File: config.mk
export PLATFORM = sky130hd
export DESIGN_NAME = tpz_outq
export DESIGN_NICKNAME = d
export VERILOG_FILES = /design/src/rtl/tpz_pkg.sv /design/src/rtl/tpz_outq.sv
export SDC_FILE = /design/constraint.sdc
export NUM_CORES = 1
export LEC_CHECK = 0
export ABC_AREA = 1
export BUFFER_PORTS_ARGS = -buffer_cell sky130_fd_sc_hd__buf_2
export CORE_UTILIZATION = 45
export CTS_CLUSTER_SIZE = 40
export DETAILED_ROUTE_END_ITERATION = 10
export PLACE_DENSITY = 0.7
export SLEW_MARGIN = 15
export SYNTH_ARGS = -nofsm -noshare
export SYNTH_HDL_FRONTEND = slang
export SYNTH_SLANG_ARGS = --single-unit
File: constraint.sdc
create_clock -name clk_i -period 9.75 [get_ports clk_i]
set_clock_uncertainty 0.15 [all_clocks]
set_input_delay 0.4875 -clock clk_i [delete_from_list [all_inputs] [get_ports clk_i]]
set_output_delay 0.4875 -clock clk_i [all_outputs]
set_load 0.05 [all_outputs]
File: src/rtl/tpz_pkg.sv
// Shared types, constants and tables of the torus point z-buffer shader.
// Holds the command and result records, register indexes and the trig tables.
// No dependencies.
package tpz_pkg;

  localparam int SCREEN_WIDTH  = 128;
  localparam int SCREEN_HEIGHT = 128;
  localparam int ANGLE_STEPS   = 1024;
  localparam int STORE_DEPTH   = 16384;
  localparam int ADDR_W        = $clog2(STORE_DEPTH);
  localparam int TRIG_W        = $clog2(ANGLE_STEPS);
  localparam int CHAR_W        = 8;

  // Q8.8 screen center offsets and the torus major radius.
  localparam int HALF_W_Q8  = (SCREEN_WIDTH / 2) * 256;
  localparam int HALF_H_Q8  = (SCREEN_HEIGHT / 2) * 256;
  localparam int RC_BASE    = 42 * 256;
  localparam int SQRT2_Q14  = 23170;

  localparam logic signed [15:0] DEPTH_NEG_INF = 16'sh8000;

  // Q28 angle constants.
  localparam longint PI_Q28      = 64'd843314857;
  localparam longint HALF_PI_Q28 = 64'd421657428;
  localparam longint TWO_PI_Q28  = 64'd1686629714;

  localparam logic [CHAR_W-1:0] CH_SPACE = 8'h20;
  localparam logic [CHAR_W-1:0] CH_B64_ZERO = 8'h41;

  // Configuration register indexes.
  localparam logic [1:0] REG_COLOR_MODE = 2'd0;
  localparam logic [1:0] REG_ROT_PHI    = 2'd1;
  localparam logic [1:0] REG_ROT_THETA  = 2'd2;

  typedef enum logic [1:0] {
    FN_CLEAR  = 2'd0,
    FN_SAMPLE = 2'd1,
    FN_READ   = 2'd2,
    FN_NONE   = 2'd3
  } func_e;

  typedef struct packed {
    func_e             func;
    logic [TRIG_W-1:0] u_idx;
    logic [TRIG_W-1:0] v_idx;
    logic [ADDR_W-1:0] addr;
  } cmd_t;

  typedef struct packed {
    logic              visible;
    logic [ADDR_W-1:0] addr;
    logic [CHAR_W-1:0] c_first;
    logic [CHAR_W-1:0] c_second;
    logic [CHAR_W-1:0] c_third;
    logic [CHAR_W-1:0] c_fourth;
  } res_t;

  typedef struct packed {
    logic       color_mode;
    logic [9:0] rotation_phi;
    logic [9:0] rotation_theta;
  } cfg_t;

  typedef logic signed [15:0] trig_tab_t [ANGLE_STEPS];

  // Sine of a Q28 angle in [0, 2.5 pi), Q14 result, by a seven-term series.
  function automatic logic signed [15:0] sin_q28(input longint a_in);
    longint a;
    longint x2;
    longint term;
    longint sum;
    logic   neg;
    a   = a_in;
    neg = 1'b0;
    if (a >= TWO_PI_Q28) a = a - TWO_PI_Q28;
    if (a >= PI_Q28) begin
      a   = a - PI_Q28;
      neg = 1'b1;
    end
    if (a > HALF_PI_Q28) a = PI_Q28 - a;
    if (a < 0) a = 0;
    x2   = (a * a) >>> 28;
    term = a;
    sum  = a;
    term = ((term * x2) >>> 28) / 6;   sum = sum - term;
    term = ((term * x2) >>> 28) / 20;  sum = sum + term;
    term = ((term * x2) >>> 28) / 42;  sum = sum - term;
    term = ((term * x2) >>> 28) / 72;  sum = sum + term;
    term = ((term * x2) >>> 28) / 110; sum = sum - term;
    term = ((term * x2) >>> 28) / 156; sum = sum + term;
    if (sum < 0) sum = 0;
    sum = (sum + 8192) >>> 14;
    if (sum > 16384) sum = 16384;
    return neg ? 16'(-sum) : 16'(sum);
  endfunction

  function automatic trig_tab_t build_trig(input logic cos_sel);
    trig_tab_t tab;
    longint    ang;
    for (int i = 0; i < ANGLE_STEPS; i++) begin
      ang = (longint'(i) * TWO_PI_Q28) / ANGLE_STEPS;
      if (cos_sel) ang = ang + HALF_PI_Q28;
      tab[i] = sin_q28(ang);
    end
    return tab;
  endfunction

  localparam trig_tab_t SIN_TAB = build_trig(1'b0);
  localparam trig_tab_t COS_TAB = build_trig(1'b1);

  function automatic logic [CHAR_W-1:0] ramp_char(input logic [3:0] lv);
    logic [CHAR_W-1:0] c;
    case (lv)
      4'd0:    c = " ";
      4'd1:    c = ".";
      4'd2:    c = ":";
      4'd3:    c = "-";
      4'd4:    c = "=";
      4'd5:    c = "+";
      4'd6:    c = "*";
      4'd7:    c = "#";
      4'd8:    c = "%";
      4'd9:    c = "@";
      default: c = " ";
    endcase
    return c;
  endfunction

  function automatic logic [CHAR_W-1:0] b64_char(input logic [5:0] idx);
    logic [CHAR_W-1:0] c;
    if (idx < 6'd26)      c = 8'h41 + 8'(idx);
    else if (idx < 6'd52) c = 8'h61 + 8'(idx - 6'd26);
    else if (idx < 6'd62) c = 8'h30 + 8'(idx - 6'd52);
    else if (idx == 6'd62) c = "+";
    else                  c = "/";
    return c;
  endfunction

endpackage

File: src/rtl/tpz_outq.sv
// Two-entry result queue that separates the back end from the receiver.
// Depends on tpz_pkg.
module tpz_outq (
  input  logic          clk_i,
  input  logic          rst_ni,
  input  logic          push_i,
  input  tpz_pkg::res_t res_i,
  output logic          full_o,
  output logic          empty_o,
  input  logic          pop_i,
  output tpz_pkg::res_t res_o
);
  import tpz_pkg::*;

  res_t       slot_q [2];
  logic       wr_ptr_q, wr_ptr_d;
  logic       rd_ptr_q, rd_ptr_d;
  logic [1:0] cnt_q, cnt_d;
  logic       do_push, do_pop;

  assign full_o  = (cnt_q == 2'd2);
  assign empty_o = (cnt_q == 2'd0);
  assign res_o   = slot_q[rd_ptr_q];
  assign do_push = push_i && !full_o;
  assign do_pop  = pop_i && !empty_o;

  always_comb begin
    wr_ptr_d = do_push ? !wr_ptr_q : wr_ptr_q;
    rd_ptr_d = do_pop ? !rd_ptr_q : rd_ptr_q;
    cnt_d    = cnt_q + 2'(do_push) - 2'(do_pop);
  end

  always_ff @(posedge clk_i or negedge rst_ni) begin
    if (!rst_ni) begin
      wr_ptr_q <= 1'b0;
      rd_ptr_q <= 1'b0;
      cnt_q    <= 2'd0;
    end else begin
      wr_ptr_q <= wr_ptr_d;
      rd_ptr_q <= rd_ptr_d;
      cnt_q    <= cnt_d;
    end
  end

  always_ff @(posedge clk_i) begin
    if (do_push) slot_q[wr_ptr_q] <= res_i;
  end

endmodule

==> impl_metrics.py <==
metrics = {
    "synthesis": {
        "ys_seq_area_frac": 0.8016,
        "synthMuxAreaShare": 0,
        "synth_warnings": 0,
        "synth_fp_nets": 332,
        "synth_cell_type_count": 10,
        "synth_cells": 279,
        "yosys.area_share.simple": 0.1637,
        "synth-compound-area-share": 0,
        "syn_area_mm2": 0.003646,
        "synth_top_family_by_area": "simple AND/OR/NAND/NOR gates",
        "yosys.area_share.xor_xnor": 0,
        "yosys_register_bits": 98,
        "syn_area_per_cell_um2": 13.07,
        "synth-adder-area-share": 0.006863,
    },
    "clock_tree": {
        "clk_path_buf_depth": 2,
        "h-tree-depth": 3,
        "cts.sinks": 98,
        "cts_root_buf": "clkbuf_8",
        "cts_setup_buffers": 0,
        "numCtsBuffers": 9,
        "cts_tree": "yes",
        "clk_pin_slew_ns": 0.09,
        "insertion_delay_ns": 0.35,
    },
    "drt": {
        "wl_per_cell_um": 12.53,
        "dr.pass1.iters": 4,
        "dr_total_vias": 2224,
        "wirelength_mm": 6.140,
        "drt_iter0_drc": 57,
        "vias_per_cell": 4.539,
        "final_antenna_net_count": 0,
        "drc": 0,
    },
    "worst_setup_path": {
        "path_class": "flop to primary output",
        "endpoint": "res_o[26]",
        "end_kind": "primary output",
        "crit_start": "rd_ptr_q",
        "reg2reg_depth": 3,
        "cp_slowest_cell": "inv_2",
        "path_max_fanout": 49,
        "start_kind": "flop",
        "crit_chain": "buf_4 > inv_2 > nand2_1 > nand2_1 > buf_2",
        "cp.required_ns": 9.11,
        "crit_arrival_ns": 2.26,
        "regToRegSetupSlack_ns": 7.81,
        "cpMostUsedCell": "nand2_1",
        "worstReg2RegEnd": "slot_q[0][3]",
        "critPathMaxStageDelay_ns": 0.67,
        "r2r-start": "cnt_q[1]",
    },
    "die": {
        "die-area_mm2": 0.008466,
        "io_pins": 100,
        "die_h_um": 92.01,
        "start_util": 0.4694,
        "rows": 32,
        "die_x_um": 92.01,
        "core_mm2": 0.007767,
    },
    "placed_design": {
        "port_buffers": 99,
        "post-dp-hpwl_mm": 3.771,
        "gp_congestion": 0.7336,
        "place_ws_ns": 7.213,
    },
    "grt": {
        "grt_max_degree": 50,
        "grt_pass1_wl_mm": 9.301,
        "first_global_vias": 1983,
        "antenna_found_initial": 1,
        "grt.total_usage": 0.1489,
        "grt.overflow.total": 0,
    },
    "timing": {
        "final.setup.tns_ns": 0,
        "slew_headroom": 0.3191,
        "max_freq_ghz": 0.3456,
        "final_hold_viol_count": 0,
        "slew_viol_final": 0,
        "worst_pin_slew_ns": 1.020,
        "finalSetupViolCount": 0,
        "rsz0062_at_grt": "no",
        "fin_crit_ns": 2.894,
        "min_period_over_period": 0.2968,
        "fin_ws_ns": 6.856,
    },
    "final_layout": {
        "fin_nets": 435,
        "drive_gt1_frac": 0.3075,
        "synthToLayoutAreaGrowth_pct": 21.72,
    },
    "run_status": {
        "status": "finished, final reports clean",
    },
    "run": {
        "maxCapViolations": 0,
    },
    "worst_hold_path": {
        "min_path_type": "input pin to flop",
    },
}
[cell families after synthesis]
group / Yosys count
adders and majority gates: 2
buffers and inverters: 21
and+or+nand+nor: 158
DFF: 98
[registers in the layout, summed over array words and instances (netlist names)]
name and flops:
cnt_q 2, rd_ptr_q 1, wr_ptr_q 1, slot_q 94
[metal layers]
metal / global-route usage / wire (um) / vias to the layer above
met1: 0.1871 / 2667 / 1007
met3: 0.04892 / 419 / 9
met5: 0 / 0 / -
met4: 0.06250 / 83 / 0
li1: - / - / 1129
met2: 0.2376 / 2969 / 79
[area by class of cell]
cell class	count	area, um2
timing repair buffer	102	520.5
multi-input combinational	160	629.4
fill	649	3329
sequential	98	2924
clock inverter	6	65.06
tap	102	127.6
inverter	11	41.29
antenna	1	2.502
clock buffer	10	127.6
[stage by stage]
step	instances	hold WS, ns	area (um2)	util
2_1_floorplan	279	0.04191	3646	-
3_3_place_gp	472	0.1459	4233	0.5449
3_5_place_dp	472	0.1493	4233	0.5449
4_1_cts	489	0.1532	4436	0.5710
5_1_grt	489	0.1412	4436	0.5710
6_report	490	0.1697	4438	0.5714
[repair_timing]
item	CTS	global route
hold endpoints to repair	4	0
hold buffers	1	0
resized for setup	0	0
[cell usage in the layout (no fill, tap or decap), drive strengths merged]
master       Yosys  layout
nand2          154     154
buf             10     101
edfxtp          94      94
inv             11      12
clkbuf           0      10
dfrtp            4       4
nand3            3       3
clkinvlp         0       3
ha               2       2
diode            0       1
nor2             1       1
bufinv           0       1
clkinv           0       1
dlygate4sd3      0       1
[critical path, delay by kind of cell, from the launching register on]
family	cells	cell delay, ns
simple gates	2	0.26
flops	1	0.40
buf+inv	3	1.23
[how the worst min path moves through the flow]
stage          depth (start not counted)             to       from
2_1_floorplan                          0       cnt_q[0]     rst_ni
3_3_place_gp                           1       wr_ptr_q     rst_ni
3_5_place_dp                           1       wr_ptr_q     rst_ni
4_1_cts                                1  slot_q[0][34]  res_i[34]
5_1_grt                                1  slot_q[0][34]  res_i[34]
6_report                               1  slot_q[1][39]  res_i[39]
[cells in the mapped netlist]
cell type | instances | area, um2
nand2_1 | 154 | 578.1
edfxtp_1 | 94 | 2823
inv_1 | 10 | 37.54
buf_2 | 6 | 30.03
buf_4 | 4 | 30.03
dfrtp_1 | 4 | 100.1
nand3_1 | 3 | 15.01
ha_1 | 2 | 25.02
inv_2 | 1 | 3.750
nor2_1 | 1 | 3.750
Power is not shown: default switching activity piles up to over one toggle a cycle in this logic, so the estimate is an artifact.
