### config.mk
export PLATFORM = sky130hd
export DESIGN_NAME = tpz_front
export DESIGN_NICKNAME = d
export VERILOG_FILES = /design/src/rtl/tpz_pkg.sv /design/src/rtl/tpz_front.sv
export SDC_FILE = /design/constraint.sdc
export NUM_CORES = 1
export LEC_CHECK = 0
export BUFFER_PORTS_ARGS = -buffer_cell sky130_fd_sc_hd__buf_2
export CORE_UTILIZATION = 52
export CTS_CLUSTER_DIAMETER = 60
export DETAILED_ROUTE_END_ITERATION = 8
export PLACE_DENSITY_LB_ADDON = 0.1
export SYNTH_ARGS = -nofsm -noshare
export SYNTH_HDL_FRONTEND = slang
export SYNTH_SLANG_ARGS = --single-unit
### constraint.sdc
create_clock -name clk_i -period 7.65 [get_ports clk_i]
set_input_delay 0.3825 -clock clk_i [delete_from_list [all_inputs] [get_ports clk_i]]
set_output_delay 0.3825 -clock clk_i [all_outputs]
set_load 0.03 [all_outputs]
### src/rtl/tpz_pkg.sv
// Shared types, constants and tables of the torus point z-buffer shader.
// Holds the command and result records, register indexes and the trig tables.
// No dependencies.
package tpz_pkg;

  localparam int SCREEN_WIDTH  = 128;
  localparam int SCREEN_HEIGHT = 128;
  localparam int ANGLE_STEPS   = 1024;
  localparam int STORE_DEPTH   = 16384;
  localparam int ADDR_W        = $clog2(STORE_DEPTH);
  localparam int TRIG_W        = $clog2(ANGLE_STEPS);
  localparam int CHAR_W        = 8;

  // Q8.8 screen center offsets and the torus major radius.
  localparam int HALF_W_Q8  = (SCREEN_WIDTH / 2) * 256;
  localparam int HALF_H_Q8  = (SCREEN_HEIGHT / 2) * 256;
  localparam int RC_BASE    = 42 * 256;
  localparam int SQRT2_Q14  = 23170;

  localparam logic signed [15:0] DEPTH_NEG_INF = 16'sh8000;

  // Q28 angle constants.
  localparam longint PI_Q28      = 64'd843314857;
  localparam longint HALF_PI_Q28 = 64'd421657428;
  localparam longint TWO_PI_Q28  = 64'd1686629714;

  localparam logic [CHAR_W-1:0] CH_SPACE = 8'h20;
  localparam logic [CHAR_W-1:0] CH_B64_ZERO = 8'h41;

  // Configuration register indexes.
  localparam logic [1:0] REG_COLOR_MODE = 2'd0;
  localparam logic [1:0] REG_ROT_PHI    = 2'd1;
  localparam logic [1:0] REG_ROT_THETA  = 2'd2;

  typedef enum logic [1:0] {
    FN_CLEAR  = 2'd0,
    FN_SAMPLE = 2'd1,
    FN_READ   = 2'd2,
    FN_NONE   = 2'd3
  } func_e;

  typedef struct packed {
    func_e             func;
    logic [TRIG_W-1:0] u_idx;
    logic [TRIG_W-1:0] v_idx;
    logic [ADDR_W-1:0] addr;
  } cmd_t;

  typedef struct packed {
    logic              visible;
    logic [ADDR_W-1:0] addr;
    logic [CHAR_W-1:0] c_first;
    logic [CHAR_W-1:0] c_second;
    logic [CHAR_W-1:0] c_third;
    logic [CHAR_W-1:0] c_fourth;
  } res_t;

  typedef struct packed {
    logic       color_mode;
    logic [9:0] rotation_phi;
    logic [9:0] rotation_theta;
  } cfg_t;

  typedef logic signed [15:0] trig_tab_t [ANGLE_STEPS];

  // Sine of a Q28 angle in [0, 2.5 pi), Q14 result, by a seven-term series.
  function automatic logic signed [15:0] sin_q28(input longint a_in);
    longint a;
    longint x2;
    longint term;
    longint sum;
    logic   neg;
    a   = a_in;
    neg = 1'b0;
    if (a >= TWO_PI_Q28) a = a - TWO_PI_Q28;
    if (a >= PI_Q28) begin
      a   = a - PI_Q28;
      neg = 1'b1;
    end
    if (a > HALF_PI_Q28) a = PI_Q28 - a;
    if (a < 0) a = 0;
    x2   = (a * a) >>> 28;
    term = a;
    sum  = a;
    term = ((term * x2) >>> 28) / 6;   sum = sum - term;
    term = ((term * x2) >>> 28) / 20;  sum = sum + term;
    term = ((term * x2) >>> 28) / 42;  sum = sum - term;
    term = ((term * x2) >>> 28) / 72;  sum = sum + term;
    term = ((term * x2) >>> 28) / 110; sum = sum - term;
    term = ((term * x2) >>> 28) / 156; sum = sum + term;
    if (sum < 0) sum = 0;
    sum = (sum + 8192) >>> 14;
    if (sum > 16384) sum = 16384;
    return neg ? 16'(-sum) : 16'(sum);
  endfunction

  function automatic trig_tab_t build_trig(input logic cos_sel);
    trig_tab_t tab;
    longint    ang;
    for (int i = 0; i < ANGLE_STEPS; i++) begin
      ang = (longint'(i) * TWO_PI_Q28) / ANGLE_STEPS;
      if (cos_sel) ang = ang + HALF_PI_Q28;
      tab[i] = sin_q28(ang);
    end
    return tab;
  endfunction

  localparam trig_tab_t SIN_TAB = build_trig(1'b0);
  localparam trig_tab_t COS_TAB = build_trig(1'b1);

  function automatic logic [CHAR_W-1:0] ramp_char(input logic [3:0] lv);
    logic [CHAR_W-1:0] c;
    case (lv)
      4'd0:    c = " ";
      4'd1:    c = ".";
      4'd2:    c = ":";
      4'd3:    c = "-";
      4'd4:    c = "=";
      4'd5:    c = "+";
      4'd6:    c = "*";
      4'd7:    c = "#";
      4'd8:    c = "%";
      4'd9:    c = "@";
      default: c = " ";
    endcase
    return c;
  endfunction

  function automatic logic [CHAR_W-1:0] b64_char(input logic [5:0] idx);
    logic [CHAR_W-1:0] c;
    if (idx < 6'd26)      c = 8'h41 + 8'(idx);
    else if (idx < 6'd52) c = 8'h61 + 8'(idx - 6'd26);
    else if (idx < 6'd62) c = 8'h30 + 8'(idx - 6'd52);
    else if (idx == 6'd62) c = "+";
    else                  c = "/";
    return c;
  endfunction

endpackage

### src/rtl/tpz_front.sv
// Front end of the torus point z-buffer shader: takes commands, decodes them
// and holds them in a two-entry command queue for the back end.
// Depends on tpz_pkg.
module tpz_front (
  input  logic                      clk_i,
  input  logic                      rst_ni,
  input  logic                      push_i,
  output logic                      full_o,
  input  logic [1:0]                func_i,
  input  logic [9:0]                u_step_i,
  input  logic [9:0]                v_step_i,
  input  logic [13:0]               pixel_address_i,
  output logic                      cmd_valid_o,
  output tpz_pkg::cmd_t             cmd_o,
  input  logic                      cmd_pop_i
);
  import tpz_pkg::*;

  cmd_t       slot_q [2];
  logic       wr_ptr_q, wr_ptr_d;
  logic       rd_ptr_q, rd_ptr_d;
  logic [1:0] cnt_q, cnt_d;
  cmd_t       cmd_in;
  logic       do_push, do_pop;

  // Angles in units of pi/256 become table steps, rounded and wrapped.
  always_comb begin
    cmd_in.func  = func_e'(func_i);
    cmd_in.u_idx = TRIG_W'((32'(u_step_i) * ANGLE_STEPS + 256) >> 9);
    cmd_in.v_idx = TRIG_W'((32'(v_step_i) * ANGLE_STEPS + 256) >> 9);
    cmd_in.addr  = ADDR_W'(pixel_address_i);
  end

  assign full_o      = (cnt_q == 2'd2);
  assign cmd_valid_o = (cnt_q != 2'd0);
  assign cmd_o       = slot_q[rd_ptr_q];
  assign do_push     = push_i && !full_o;
  assign do_pop      = cmd_pop_i && cmd_valid_o;

  always_comb begin
    wr_ptr_d = do_push ? !wr_ptr_q : wr_ptr_q;
    rd_ptr_d = do_pop ? !rd_ptr_q : rd_ptr_q;
    cnt_d    = cnt_q + 2'(do_push) - 2'(do_pop);
  end

  always_ff @(posedge clk_i or negedge rst_ni) begin
    if (!rst_ni) begin
      wr_ptr_q <= 1'b0;
      rd_ptr_q <= 1'b0;
      cnt_q    <= 2'd0;
    end else begin
      wr_ptr_q <= wr_ptr_d;
      rd_ptr_q <= rd_ptr_d;
      cnt_q    <= cnt_d;
    end
  end

  always_ff @(posedge clk_i) begin
    if (do_push) slot_q[wr_ptr_q] <= cmd_in;
  end

endmodule

==> reports/metrics.yaml <==
run_status:
  run_status: "completed"
run:
  timing.max_cap.violations: 0
floorplanning:
  num_io_pins: 78
  core_rows: 26
  die_w_um: 75.38
  die_span_y_um: 75.38
  initial_standard_cell_utilization_of_the_core: 0.5448
  dieArea_mm2: 0.005682
  placeable_core_region_mm2: 0.005140
routing:
  detail_route.vias_per_cell: 4.868
  drt_pass1_iterations: 4
  vias: 1368
  detail_route.wirelength_um: 4146
  route.detailed.wl_per_inst_um: 14.75
  detail-route-antenna-nets: 0
  drt_first_iter_violations: 41
  drc_errors: 0
pwr:
  p_seq_frac: 0.431
  power_switching_mw: 0.4923
  comb_power_share: 0.359
  power_frac_clock: 0.210
  peak_vdd_ir_v: 0.0003235
  power_density_mw_per_mm2: 419.5
  sw_frac_of_total: 0.3434
  p_int_mw: 0.9413
  total_leakage_power_nw: 1.392
clock_network:
  cts_num_sinks: 72
  ctsLongestPathBuffers: 2
  ctsHtreeMaxLevel: 3
  post_cts_resize_count: 0
  cts-buffers-inserted: 9
  clock_tree_from_tritoncts: "built"
  clock_insertion_delay_worst_skew_ps: 330
  clock_pin_slew_reported_for_the_worst_setup_and_hold_paths_after_clock_tree_synthesis_ps: 70
  cts-root-buf: "sky130_fd_sc_hd__clkbuf_8"
timing:
  final_hold_viol_count: 0
  maxSlewViolCount: 0
  worst_clock_skew_ps: 6.165
  clock.fmax_mhz: 416.9
  max_slew.worst_pin.slew_ps: 1058
  summed_negative_setup_slack_over_all_endpoints_ps: 0
  finalSetupViolCount: 0
  period_minus_slack_ps: 2399
  relSlewSlack: 0.2944
  setup_repair_after_global_routing_missed_its_margin: "false"
  min_period_over_period: 0.3135
finish:
  layout-drive-gt1-share: 0.5829
  final_cell_count_no_fill: 281
  diodes: 0
  regArea_mm2: 0.002143
  multi_input_area_um2: 603.1
  nFillCells: 370
  area.growth.synth_to_final_pct: 22.03
  design.final.nets: 249
synth:
  avgSynthCellArea_um2: 22.05
  commonest_cells_post_synth: "68 x sky130_fd_sc_hd__edfxtp_1, 29 x sky130_fd_sc_hd__mux2_4, 5 x sky130_fd_sc_hd__mux2_2"
  post_synth_edffs: 68
  synthesized_flop_and_latch_total: 72
  postSynth.asyncResetShare: 0.05556
  synth_sequential_area_ratio: 0.7650
  yosys.area.top_type_share: 0.7292
  synth_top_cell_by_area: "sky130_fd_sc_hd__edfxtp_1"
  post-synth-top-count-cell: "sky130_fd_sc_hd__edfxtp_1"
  synth.cell_area_mm2: 0.002800
  ys_dominant_reg_cell: "sky130_fd_sc_hd__edfxtp_1"
  ys_types: 17
  postSynthCellCount: 127
  yosys-top-cells-area: "sky130_fd_sc_hd__edfxtp_1 73%, sky130_fd_sc_hd__mux2_4 16%, sky130_fd_sc_hd__dfrtp_1 3.6%"
  yosys_warnings: 0
worst_setup_path:
  worst-path-max-fanout: 35
  cp.required_ps: 7270
  critPathArrivalTime_ps: 2020
  cp-end-kind: "output pin"
  crit_type: "reg2out"
  critical_path_start_type: "flop"
placed_design:
  gp_congestion: 0.6691
  numPlacedInstances: 265
  dp_hpwl_um: 2694
  port_buffers: 73
global_routing:
  grt_overflow: 0
  initial_antenna_violation_count: 0
  pin_count_of_the_biggest_net_entering_global_routing: 36
  groute.usage.overall: 0.1584
  grt_first_pass_wirelength_um: 5975
  vias_in_the_first_global_route: 1336
worst_hold_path:
  worst_hold_path_type: "in2reg"
## routing by layer
layer / up-vias / routed length (um) / global-route usage
met1: 657 / 1484 / 0.1562
met5: - / 0 / 0
met4: 0 / 96 / 0.1111
li1: 646 / - / -
met2: 55 / 2267 / 0.2738
met3: 10 / 297 / 0.06085
## critical path, cell delays in order (launching register included)
cell and delay [ps]:
sky130_fd_sc_hd__dfrtp_2 1070, sky130_fd_sc_hd__mux2_2 430, sky130_fd_sc_hd__buf_2 180
## cells by family (layout without fill, tap and decap cells)
kind of cell,count (synthesis),after routing,synth area share
XOR/XNOR,4,4,0.01251
adder cells (fa/ha/maj),2,2,0.008935
buffers and inverters,8,91,0.02413
flip-flops,72,72,0.7650
multiplexers,34,34,0.1756
other,1,2,0.001339
AND/OR/NAND/NOR,6,6,0.01251
## layout make-up
| class | instances | area share |
|---|---|---|
| inverters | 2 | 0.002197 |
| well taps | 70 | 0.02563 |
| repair buffers | 74 | 0.1098 |
| clock inverters | 5 | 0.02124 |
| multi-input cells | 48 | 0.1765 |
| clock buffers | 10 | 0.03735 |
| flip-flops and latches | 72 | 0.6272 |
## through the flow
stage               setup WS [ps]  hold slack [ps]    util  cell area, um^2  total power [mW]
global placement             5607            185.2  0.6239             3207             1.131
detailed placement           5579            191.6  0.6239             3207             1.149
CTS                          5204            215.5  0.6648             3417             1.455
finish                       5251            238.7  0.6648             3417             1.434
floorplan                    5199            86.91       -             2804             1.031
global route                 5147            216.3  0.6648             3417             1.505
## what timing repair did
| item | CTS | global route |
|---|---|---|
| endpoints found under the hold margin | 4 | 0 |
| buffers inserted | 0 | 0 |
| hold buffers | 1 | 0 |
## power groups by stage
stage,clock [mW],sequential [mW],combinational [mW]
after global routing,0.326,0.629,0.550
final,0.301,0.617,0.515
after floorplan,0,0.570,0.460
after detailed placement,0,0.628,0.521
after CTS,0.312,0.620,0.523
after global placement,0,0.620,0.511
## flip-flops by register name (all words and copies together), names as in the netlist
signal    flops
rd_ptr_q      1
cnt_q         2
wr_ptr_q      1
slot_q       68
## worst paths after layout
path                                    startpoint            end  slack (ps)  cells after the start
worst max-delay path                      rd_ptr_q       cmd_o[2]        5250                      2
worst min-delay path            pixel_address_i[1]   slot_q[1][1]         240                      1
worst max register to register            cnt_q[1]  slot_q[0][25]        5780                      3
worst min register to register            cnt_q[0]       cnt_q[0]         550                      1
max in group asynchronous                   rst_ni       rd_ptr_q        7140                      2
min in group asynchronous                   rst_ni       cnt_q[0]         380                      2
## cell usage in the layout, fill, tap and decap left out, drive strengths merged, types with 2 or more instances in the layout
master / count
buf: 73
bufinv: 2
clkinv: 3
inv: 2
conb: 2
clkbuf: 10
ha: 2
edfxtp: 68
xnor2: 3
mux2: 34
dfrtp: 4
(Power assumes the default switching activity.)
